File: src/sv/upd_pkg.sv
// ----------------------------------------------------------------------------
// upd_pkg
// Shared types, character constants and code tables for the URL percent
// decoder.
// ----------------------------------------------------------------------------
package upd_pkg;

    localparam logic [7:0] CH_PERCENT = 8'h25;
    localparam logic [7:0] CH_PLUS    = 8'h2B;
    localparam logic [7:0] CH_SPACE   = 8'h20;
    localparam logic [7:0] CH_LF      = 8'h0A;
    localparam logic [7:0] CH_CR      = 8'h0D;
    localparam logic [7:0] UTF8_LEAD  = 8'hC3;
    localparam logic [7:0] UTF8_BIAS  = 8'h40;
    localparam logic [7:0] LATIN_BASE = 8'hE0;

    localparam int unsigned MAX_OUT = 3;

    // One decoded input byte as handed from the front to the back.
    typedef struct packed {
        logic                     eos;
        logic [1:0]               cnt;
        logic [MAX_OUT-1:0][7:0]  bytes;
    } t_cmd;

    // Value of an upper-case hex digit; anything else gives zero.
    function automatic logic [3:0] hex_val(input logic [7:0] c);
        logic [7:0] d;
        d = 8'h00;
        if (c >= "0" && c <= "9") begin
            d = c - 8'h30;
        end else if (c >= "A" && c <= "F") begin
            d = c - 8'h37;
        end
        return d[3:0];
    endfunction

    // True if the byte is the first digit of at least one listed code.
    function automatic logic starts_code(input logic [7:0] c);
        return (c == "0") || (c == "2") || (c == "3") || (c == "4") ||
               (c == "5") || (c == "6") || (c == "7") || (c == "E");
    endfunction

    // True if the two digits form one of the listed codes.
    function automatic logic is_code(input logic [7:0] d1, input logic [7:0] d2);
        logic ok;
        logic up;
        up = (d2 >= "A") && (d2 <= "F");
        ok = 1'b0;
        unique case (d1)
            "0":     ok = (d2 == "D") || (d2 == "A");
            "2":     ok = ((d2 >= "0") && (d2 <= "9")) || up;
            "3":     ok = up;
            "4":     ok = (d2 == "0");
            "5":     ok = up && (d2 != "A");
            "6":     ok = (d2 == "0");
            "7":     ok = up && (d2 != "A") && (d2 != "F");
            "E":     ok = (d2 == "0") || (d2 == "7") || (d2 == "8") || (d2 == "9");
            default: ok = 1'b0;
        endcase
        return ok;
    endfunction

endpackage

File: src/sv/upd_front.sv
// ----------------------------------------------------------------------------
// upd_front
// Accepts raw bytes, tracks the percent sequence state and turns each byte
// into a command of up to three output bytes.
// ----------------------------------------------------------------------------
module upd_front (
    input  logic          i_clk,
    input  logic          i_rst_n,
    input  logic          i_valid,
    input  logic [7:0]    i_byte,
    input  logic          i_eos,
    input  logic          i_q_full,
    output logic          o_ready,
    output logic          o_push,
    output upd_pkg::t_cmd o_cmd
);

    typedef enum logic [1:0] {
        PH_IDLE  = 2'd0,
        PH_PCT   = 2'd1,
        PH_DIGIT = 2'd2
    } t_phase;

    t_phase     r_phase, n_phase;
    logic [7:0] r_held,  n_held;
    logic       r_cr,    n_cr;

    logic          fresh;
    logic [7:0]    val;
    upd_pkg::t_cmd cmd;

    assign o_ready = !i_q_full;

    always_comb begin
        n_phase   = r_phase;
        n_held    = r_held;
        n_cr      = r_cr;
        fresh     = 1'b0;
        cmd.eos   = i_eos;
        cmd.cnt   = 2'd0;
        cmd.bytes = '0;
        val       = {upd_pkg::hex_val(r_held), upd_pkg::hex_val(i_byte)};

        unique case (r_phase)
            PH_PCT: begin
                if (upd_pkg::starts_code(i_byte)) begin
                    n_held  = i_byte;
                    n_phase = PH_DIGIT;
                end else begin
                    cmd.bytes[cmd.cnt] = upd_pkg::CH_PERCENT;
                    cmd.cnt = cmd.cnt + 2'd1;
                    n_cr    = 1'b0;
                    n_phase = PH_IDLE;
                    fresh   = 1'b1;
                end
            end
            PH_DIGIT: begin
                n_phase = PH_IDLE;
                if (upd_pkg::is_code(r_held, i_byte)) begin
                    if (val == upd_pkg::CH_CR) begin
                        cmd.bytes[cmd.cnt] = upd_pkg::CH_LF;
                        cmd.cnt = cmd.cnt + 2'd1;
                        n_cr    = 1'b1;
                    end else if (val == upd_pkg::CH_LF) begin
                        // A line feed right after a decoded carriage return is dropped.
                        if (r_cr) begin
                            n_cr = 1'b0;
                        end else begin
                            cmd.bytes[cmd.cnt] = upd_pkg::CH_LF;
                            cmd.cnt = cmd.cnt + 2'd1;
                            n_cr    = 1'b0;
                        end
                    end else if (val >= upd_pkg::LATIN_BASE) begin
                        cmd.bytes[0] = upd_pkg::UTF8_LEAD;
                        cmd.bytes[1] = val - upd_pkg::UTF8_BIAS;
                        cmd.cnt = 2'd2;
                        n_cr    = 1'b0;
                    end else begin
                        cmd.bytes[cmd.cnt] = val;
                        cmd.cnt = cmd.cnt + 2'd1;
                        n_cr    = 1'b0;
                    end
                end else begin
                    cmd.bytes[0] = upd_pkg::CH_PERCENT;
                    cmd.bytes[1] = r_held;
                    cmd.cnt = 2'd2;
                    n_cr    = 1'b0;
                    fresh   = 1'b1;
                end
            end
            default: begin
                n_phase = PH_IDLE;
                fresh   = 1'b1;
            end
        endcase

        if (fresh) begin
            if (i_byte == upd_pkg::CH_PERCENT) begin
                n_phase = PH_PCT;
            end else begin
                cmd.bytes[cmd.cnt] = (i_byte == upd_pkg::CH_PLUS) ? upd_pkg::CH_SPACE
                                                                  : i_byte;
                cmd.cnt = cmd.cnt + 2'd1;
                n_cr    = 1'b0;
            end
        end

        // At the end of the string any held characters go out literally.
        if (i_eos) begin
            if (n_phase == PH_PCT) begin
                cmd.bytes[cmd.cnt] = upd_pkg::CH_PERCENT;
                cmd.cnt = cmd.cnt + 2'd1;
            end else if (n_phase == PH_DIGIT) begin
                cmd.bytes[cmd.cnt] = upd_pkg::CH_PERCENT;
                cmd.cnt = cmd.cnt + 2'd1;
                cmd.bytes[cmd.cnt] = n_held;
                cmd.cnt = cmd.cnt + 2'd1;
            end
            n_phase = PH_IDLE;
            n_cr    = 1'b0;
        end
    end

    assign o_cmd  = cmd;
    assign o_push = i_valid && o_ready && ((cmd.cnt != 2'd0) || i_eos);

    always_ff @(posedge i_clk) begin
        if (!i_rst_n) begin
            r_phase <= PH_IDLE;
            r_cr    <= 1'b0;
        end else if (i_valid && o_ready) begin
            r_phase <= n_phase;
            r_cr    <= n_cr;
        end
    end

    always_ff @(posedge i_clk) begin
        if (i_valid && o_ready) begin
            r_held <= n_held;
        end
    end

endmodule

File: src/sv/upd_queue.sv
// ----------------------------------------------------------------------------
// upd_queue
// Small register queue of decode commands between the front and the back.
// ----------------------------------------------------------------------------
module upd_queue #(
    parameter int unsigned DEPTH = 2
) (
    input  logic          i_clk,
    input  logic          i_rst_n,
    input  logic          i_push,
    input  upd_pkg::t_cmd i_cmd,
    input  logic          i_pop,
    output logic          o_full,
    output logic          o_empty,
    output upd_pkg::t_cmd o_head
);

    localparam int unsigned PTR_W = $clog2(DEPTH);
    localparam int unsigned CNT_W = $clog2(DEPTH + 1);

    upd_pkg::t_cmd    r_mem [DEPTH];
    logic [PTR_W-1:0] r_wr, r_rd;
    logic [CNT_W-1:0] r_cnt;

    logic do_push, do_pop;

    assign o_full  = (r_cnt == CNT_W'(DEPTH));
    assign o_empty = (r_cnt == '0);
    assign o_head  = r_mem[r_rd];
    assign do_push = i_push && !o_full;
    assign do_pop  = i_pop && !o_empty;

    always_ff @(posedge i_clk) begin
        if (!i_rst_n) begin
            r_wr  <= '0;
            r_rd  <= '0;
            r_cnt <= '0;
        end else begin
            if (do_push) begin
                r_wr <= (r_wr == PTR_W'(DEPTH - 1)) ? '0 : r_wr + PTR_W'(1);
            end
            if (do_pop) begin
                r_rd <= (r_rd == PTR_W'(DEPTH - 1)) ? '0 : r_rd + PTR_W'(1);
            end
            if (do_push && !do_pop) begin
                r_cnt <= r_cnt + CNT_W'(1);
            end else if (do_pop && !do_push) begin
                r_cnt <= r_cnt - CNT_W'(1);
            end
        end
    end

    always_ff @(posedge i_clk) begin
        if (do_push) begin
            r_mem[r_wr] <= i_cmd;
        end
    end

endmodule

File: src/sv/upd_back.sv
// ----------------------------------------------------------------------------
// upd_back
// Walks through the bytes of the command at the queue head and sends them
// out one beat at a time, marking the last beat of each input byte.
// ----------------------------------------------------------------------------
module upd_back (
    input  logic          i_clk,
    input  logic          i_rst_n,
    input  logic          i_empty,
    input  upd_pkg::t_cmd i_head,
    input  logic          i_ready,
    output logic          o_pop,
    output logic          o_valid,
    output logic [7:0]    o_byte,
    output logic          o_byte_valid,
    output logic          o_run_last,
    output logic          o_string_end
);

    logic [1:0] r_idx;
    logic       fire;

    assign o_valid      = !i_empty;
    assign o_byte       = i_head.bytes[r_idx];
    assign o_byte_valid = (i_head.cnt != 2'd0);
    // An empty end marker is a run of its own.
    assign o_run_last   = (i_head.cnt == 2'd0) || (r_idx == i_head.cnt - 2'd1);
    assign o_string_end = o_run_last && i_head.eos;
    assign fire         = o_valid && i_ready;
    assign o_pop        = fire && o_run_last;

    always_ff @(posedge i_clk) begin
        if (!i_rst_n) begin
            r_idx <= 2'd0;
        end else if (fire) begin
            r_idx <= o_run_last ? 2'd0 : r_idx + 2'd1;
        end
    end

endmodule

File: src/sv/url_percent_decoder.sv
// ----------------------------------------------------------------------------
// url_percent_decoder
// Streaming URL percent decoder: one encoded byte in, zero to three decoded
// bytes out.
// ----------------------------------------------------------------------------
// The decoder takes one encoded byte per clock unless its queue is full and
// sends one decoded beat per clock while the queue is not empty and the output
// is ready. Most input bytes give one beat, so the block sustains one byte per
// cycle when not stalled. A broken sequence or a UTF-8 letter can give two or
// three beats for one byte; the output port then sets the pace once the
// QUEUE_DEPTH-entry command queue between the decode front and the output
// sequencer has filled. A byte's command is registered in the queue before its
// first beat leaves. Each input byte's result carries tlast on its final beat;
// a string end that gives nothing yields one empty beat with byte_valid low.
module url_percent_decoder #(
    parameter int unsigned QUEUE_DEPTH = 2
) (
    input  logic       i_clk,
    input  logic       i_rst_n,
    input  logic       i_s_axis_tvalid,
    output logic       o_s_axis_tready,
    input  logic [7:0] i_s_axis_tdata,  // [7:0] in_byte
    input  logic       i_s_axis_tlast,  // end_of_string
    output logic       o_m_axis_tvalid,
    input  logic       i_m_axis_tready,
    output logic [7:0] o_m_axis_tdata,  // [7:0] out_byte
    output logic       o_m_axis_tlast,  // run_last
    output logic [1:0] o_m_axis_tuser   // [0] byte_valid, [1] string_end
);

    upd_pkg::t_cmd front_cmd, head_cmd;
    logic          push, pop, q_full, q_empty;
    logic          byte_valid, string_end;

    upd_front u_front (
        .i_clk    (i_clk),
        .i_rst_n  (i_rst_n),
        .i_valid  (i_s_axis_tvalid),
        .i_byte   (i_s_axis_tdata),
        .i_eos    (i_s_axis_tlast),
        .i_q_full (q_full),
        .o_ready  (o_s_axis_tready),
        .o_push   (push),
        .o_cmd    (front_cmd)
    );

    upd_queue #(
        .DEPTH (QUEUE_DEPTH)
    ) u_queue (
        .i_clk   (i_clk),
        .i_rst_n (i_rst_n),
        .i_push  (push),
        .i_cmd   (front_cmd),
        .i_pop   (pop),
        .o_full  (q_full),
        .o_empty (q_empty),
        .o_head  (head_cmd)
    );

    upd_back u_back (
        .i_clk        (i_clk),
        .i_rst_n      (i_rst_n),
        .i_empty      (q_empty),
        .i_head       (head_cmd),
        .i_ready      (i_m_axis_tready),
        .o_pop        (pop),
        .o_valid      (o_m_axis_tvalid),
        .o_byte       (o_m_axis_tdata),
        .o_byte_valid (byte_valid),
        .o_run_last   (o_m_axis_tlast),
        .o_string_end (string_end)
    );

    assign o_m_axis_tuser = {string_end, byte_valid};

endmodule
File: config.mk
export PLATFORM = sky130hd
export DESIGN_NAME = url_percent_decoder
export DESIGN_NICKNAME = d
export VERILOG_FILES = /design/src/sv/upd_pkg.sv /design/src/sv/upd_front.sv /design/src/sv/upd_queue.sv /design/src/sv/upd_back.sv /design/src/sv/url_percent_decoder.sv
export SDC_FILE = /design/constraint.sdc
export NUM_CORES = 1
export LEC_CHECK = 0
export ABC_AREA = 1
export BUFFER_PORTS_ARGS = -buffer_cell sky130_fd_sc_hd__buf_2
export CAP_MARGIN = 20
export CORE_MARGIN = 5
export CORE_UTILIZATION = 35
export DETAILED_ROUTE_END_ITERATION = 8
export HOLD_SLACK_MARGIN = 0.05
export MAX_ROUTING_LAYER = met4
export PLACE_DENSITY_LB_ADDON = 0.12
export SYNTH_ARGS = -nofsm -noshare
export SYNTH_HDL_FRONTEND = slang
export SYNTH_SLANG_ARGS = --single-unit
File: constraint.sdc
create_clock -name i_clk -period 5.7 [get_ports i_clk]
set_input_delay 0.285 -clock i_clk [delete_from_list [all_inputs] [get_ports i_clk]]
set_output_delay 0.285 -clock i_clk [all_outputs]
set_load 0.02 [all_outputs]
Word-level counts from Yosys, hierarchy flattened --
Memories as Yosys holds them, arrays and structs flattened. A register that Yosys moved wholly into a read port is not among the register bits. Index checks and enable logic that the tools add are counted.
Storage, ports and cells: RAM bits 54, memories kept 1, input port bits 13, word-level logic and storage cells 181, register bits 17, output and inout port bits 13
Memories:
- u_queue.r_mem | words 2, width 27, rd ports 1, clocked after memory_dff 1, wr ports 1, RTL line upd_queue.sv:21 | upd_pkg::t_cmd r_mem [DEPTH];
Cells by class: equality and inequality tests 32, multiplexer cells 66, bitwise operators 3, reduce and logical (&&, ||, !) cells 42, order comparisons 16, $add $sub $neg 14
Operators with widths (number):
- $eq A8 B6 Y1 const B | 18
- $mux W26 | 5
- $mux W8 | 14
- $bwmux W24 | 2
- $demux W8 S2 | 3
- $eq A8 B7 Y1 const B | 4
- $mux W2 | 12
- $mux W4 | 5
- $logic_and A1 B1 Y1 | 18
- $mux W1 | 17
- $bmux W8 S2 | 1
- $eq A8 B4 Y1 const B | 2
- $ge A8 B6 Y1 const B | 2
- $ge A8 B7 Y1 const B | 2
- $le A8 B6 Y1 const B | 2
- $le A8 B7 Y1 const B | 2
- $mux W16 | 1
- $ne A8 B7 Y1 const B | 2
- $pmux W8 S2 | 1
- $and A15 B15 Y15 | 1
- $not A15 Y15 | 1
- $logic_or A1 B1 Y1 | 14
- $lt A2 B3 Y1 const B | 4
- $add A2 B1 Y2 const B | 5
- other kinds (19) | 35

Logic depth before layout (Yosys ltp) --
depth after elaboration 35, mapped depth 32, depth with buffers taken out 32

Hierarchy --
A second synthesis with hierarchy kept.
Second synthesis, totals: cells, all modules 634, area total of the unflattened synthesis 5146.2 um^2
Modules (own cells, without submodules):
- upd_front | area an instance 2447.3 um^2, times used 1, seq. area each 300.3 um^2, cells each 443
- upd_queue | area an instance 2297.2 um^2, times used 1, seq. area each 1721.7 um^2, cells each 122
- upd_back | area an instance 386.6 um^2, times used 1, seq. area each 40.0 um^2, cells each 67
- url_percent_decoder | area an instance 15.0 um^2, times used 1, seq. area each 0.0 um^2, cells each 2

Worst setup path before layout --
Ideal clock, no wire load.
kind register to register, from reg u_front.r_held[0], to mem u_queue.r_mem[0][0] (netlist name), enable pin, data required time 5289 ps, buffers on the path 0, library setup time 411 ps, slack 1254 ps, cell stages (with the launch flop) 27, data arrival time 4036 ps, clock period less this slack 4446 ps, cell sequence edfxtp_1 > inv_1 > ha_1 > o21ai_0 > a21oi_2 > inv_1 > nand2_1 > nand2_1 > nand3_1 > ha_1 > nand3_1 > nor2_1 > nand3_1 > nand2_1 > nand2_1 > nand2_1 > nand2_2 > nand2_4 > inv_1 > ha_1 > inv_1 > nand3_1 > nand2_2 > nor2_2 > nand3_2 > nand2_1 > nor2_1
Between the ends: longest elaborated chain between the ends 24, elaborated cells between the ends (all ways) 48, classes of those cells add/sub (5); order compare (5); eq/ne (12); mux (19); reduce/logical (7)
RTL lines:
- from (decl) | RTL line upd_front.sv:25 | logic [7:0] r_held, n_held;
- from (signal assigned) | RTL line upd_front.sv:139 | r_held <= n_held;
- $ge A8 B7 Y1 or $le A8 B7 Y1 (tied branches) | RTL line upd_pkg.sv:32 | end else if (c >= "A" && c <= "F") begin
- $logic_and A1 B1 Y1 | RTL line upd_pkg.sv:32
- $mux W4 | RTL line upd_pkg.sv:32
- $mux W4 | RTL line upd_pkg.sv:30 | if (c >= "0" && c <= "9") begin
- $ge A8 B8 Y1 | RTL line upd_front.sv:73 | end else if (val >= upd_pkg::LATIN_BASE) begin
- $mux W2 | RTL line upd_front.sv:73
- $mux W2 | RTL line upd_front.sv:64 | end else if (val == upd_pkg::CH_LF) begin
- $mux W2 | RTL line upd_front.sv:60 | if (val == upd_pkg::CH_CR) begin
- (+8 left out)
- $mux W26 | RTL line upd_front.sv:110 | if (n_phase == PH_PCT) begin
- $mux W26 (*) | RTL line upd_front.sv:109 | if (i_eos) begin
- $reduce_bool A2 Y1 (*) | RTL line upd_front.sv:125 | assign o_push = i_valid && o_ready && ((cmd.cnt != 2'd0) || i_eos);
- $logic_or A1 B1 Y1 (*) | RTL line upd_front.sv:125
- $logic_and A1 B1 Y1 (*) | RTL line upd_front.sv:125
- $logic_and A1 B1 Y1 (*) | RTL line upd_queue.sv:30 | assign do_push = i_push && !o_full;
- $mux W1 (*) | RTL line upd_queue.sv:54 | if (do_push) begin
- $mux W1 (implied by the code) (*) | RTL line upd_queue.sv:55 | r_mem[r_wr] <= i_cmd;
- to (decl) | RTL line upd_queue.sv:21
Every way passes the cells marked *; elsewhere a longest branch is shown, timed or not. The select of a mux whose other input is x is not followed.

==> flow_summary_export.csv <==
group,metric,value,unit
placed_design,dp_slack,1201,ps
worst_setup_path,timing.rr.start,"u_front.r_held[1]",
synthesis,ys_top_cells_by_count,"nand2_1 (148), nor2_1 (77), inv_1 (73)",
floorplan,coreArea,0.01393,mm2
synthesis,synth_cell_types,38,
final_layout,syn_to_final_growth,11.95,%
clock_network,post_cts_resized,0,
synthesis,synth.net_count,684,
pwr,peakVddDrop,0.0001455,V
sta,setup_tns,0,ps
floorplan,initial_utilization,35.69,%
route,drc_errors,0,
sta,worst_pin_slew,966.8,ps
sta,clock_skew,7.047,ps
sta,final_hold_viol_count,0,
route,drt_wl_total,14690,um
placed_design,place_congestion,0.9809,
min_path,worstHoldPathType,"primary input to register",
clock_network,cts_setup_buffers,0,
final_layout,final_area,0.005568,mm2
final_layout,fin_util,39.96,%
clock_network,clk_latency,340,ps
sta,relSlewSlack,35.46,%
route,vias,4484,
pwr,power,1.865,mW
synthesis,ys_seq_area_share,41.46,%
placed_design,post_dp_cell_area,0.005256,mm2
clock_network,numCtsBuffers,9,
synthesis,synth.most_common_cell,"nand2_1",
worst_setup_path,setup.worst_path.start_class,"register",
sta,period_minus_slack,4555,ps
worst_setup_path,end_kind,"register",
synthesis,ys_seq_elements,72,
clock_network,clk_pin_slew,60,ps
worst_setup_path,timing.critical_path.slowest_stage_cell,"edfxtp_1",
final_layout,drive_above_1_share,12.70,%
sta,period_share,79.92,%
placed_design,dp_hpwl,11550,um
synthesis,synth_ff_type,"edfxtp_1",
synthesis,synth_area_leaders,"edfxtp_1 (37%), nand2_1 (11%), o21ai_0 (7.0%), nor2_1 (5.8%), inv_1 (5.5%)",
final_layout,num_antenna_cells,0,
sta,drv_slew,0,
flow_run,cap_violations,0,
final_layout,fillers,1431,
clock_network,clock-root-buffer,"clkbuf_16",
global_route,grt_pass1_vias,4369,
global_route,grt_usage,18.86,%
clock_network,clock-sinks,72,
global_route,grt_pass1_wl,23500,um
final_layout,fin_cells,857,
synthesis,async_flop_share,0,%
route,ant_nets,0,
worst_setup_path,crit_fanout,7,
worst_setup_path,worstSetupPathType,"register to register",
min_path,worstHoldStart,"i_rst_n",
status,status,"finished clean",
global_route,grt_overflow,0,
global_route,grt_start_max_net_pins,29,
synthesis,synth_area,0.004974,mm2
floorplan,ios,26,
synthesis,synth_edf_count,62,
pwr,p_per_area,334.9,mW/mm2
pwr,leakagePower,2.387,nW
sta,hold-worst-slack,242.0,ps
clock_network,cts.htree.levels,3,
synthesis,yosysTopAreaCellShare,37.43,%
worst_setup_path,cp.required,5790,ps
route,via_per_inst,5.232,
floorplan,chipWidth,129.2,um
route,wl_per_cell,17.14,um
worst_setup_path,crit_path_max_incr_delay,490,ps
worst_setup_path,startpoint,"u_front.r_held[1]",
route,first_pass_iters,5,
clock_network,cts_tree,"built",
sta,setup_viol,0,
route,drt_iter0_drc,337,
placed_design,placedCellCount,841,
sta,fmax,219.5,MHz
placed_design,io_buffers,25,
synthesis,yosysTopAreaCell,"edfxtp_1",
sta,rsz0062_at_grt,"false",
final_layout,nets,706,
floorplan,rows,43,
final_layout,seqCellArea,0.002062,mm2
synthesis,synth_cells,650,
clock_network,clk_path_buf_depth,2,
worst_setup_path,crit_top_cell,"inv_1",
worst_setup_path,worstPathArrival,4640,ps
synthesis,syn_avg_cell_area,7.652,um2
floorplan,die-height,129.2,um
sta,layout_setup_ws,1145,ps
synthesis,synth_warnings,0,
clock_network,hold_buffers,0,
floorplan,die_area,0.01669,mm2
final_layout,multiInputGateArea,0.002517,mm2
global_route,antenna_found_initial,0,
worst max-delay path, delay by kind of cell (launching register included):
| kind | cells | cell delay, ps |
|---|---|---|
| compound gates | 3 | 700 |
| fa+ha+maj | 4 | 900 |
| simple gates | 14 | 1520 |
| flops | 1 | 490 |
| buf+inv | 7 | 680 |
layer usage:
layer  vias up  track usage [%]  routed length (um)
met5         -                -                   0
met4         0            7.041                 450
met3        25            4.328                 717
met2       110            29.24                6772
met1      2114            24.12                6750
li1       2235                -                   -
final timing paths:
kind | to | slack (ps) | cells past startpoint
worst max-delay path | u_queue.r_mem[0][12] | 1140 | 28
worst min-delay path | u_queue.r_wr | 240 | 3
worst min register to register | u_queue.r_rd | 460 | 1
worst max register to register | u_queue.r_mem[0][12] | 1140 | 28
layout make-up:
cell class | instances | area share [%]
Multi-Input combinational cell | 479 | 45.21
Tap cell | 180 | 4.045
Clock buffer | 9 | 4.045
Sequential cell | 72 | 37.03
Timing Repair Buffer | 27 | 2.517
Inverter | 83 | 5.596
Clock inverter | 7 | 1.551
power by group:
group          switching (mW)  total (mW)  internal (mW)
registers              0.0643       0.738          0.674
logic                   0.380       0.537          0.157
clock network           0.210       0.589          0.379
cell families (layout without fill, tap and decap cells):
| logic type | Yosys count | after routing | share of synthesized area (%) |
|---|---|---|---|
| AOI/OAI and AO/OA | 141 | 141 | 15.55 |
| xor gates and xnor gates | 4 | 4 | 0.7043 |
| adders and majority gates | 21 | 21 | 5.283 |
| buffers and inverters | 99 | 126 | 7.975 |
| DFF | 72 | 72 | 41.46 |
| muxes | 2 | 2 | 0.4025 |
| and+or+nand+nor | 311 | 311 | 28.63 |
cell usage in the layout, fill, tap and decap left out, types with 15 or more instances in the layout:
cell type | synthesis | layout
a21oi_1 | 31 | 31
buf_2 | 2 | 25
edfxtp_1 | 62 | 62
ha_1 | 21 | 21
inv_1 | 73 | 73
nand2_1 | 148 | 148
nand3_1 | 41 | 41
nor2_1 | 77 | 76
o21ai_0 | 70 | 70
o22ai_1 | 15 | 15
state kept, by name (all words and copies together), names as in the netlist, named ones only:
name             cells
u_queue.r_mem       54
u_front.r_cr         1
u_queue.r_wr         1
u_queue.r_rd         1
u_back.r_idx         2
u_front.r_held       8
u_queue.r_cnt        2
u_front.r_phase      2
(Power assumes the default switching activity.)
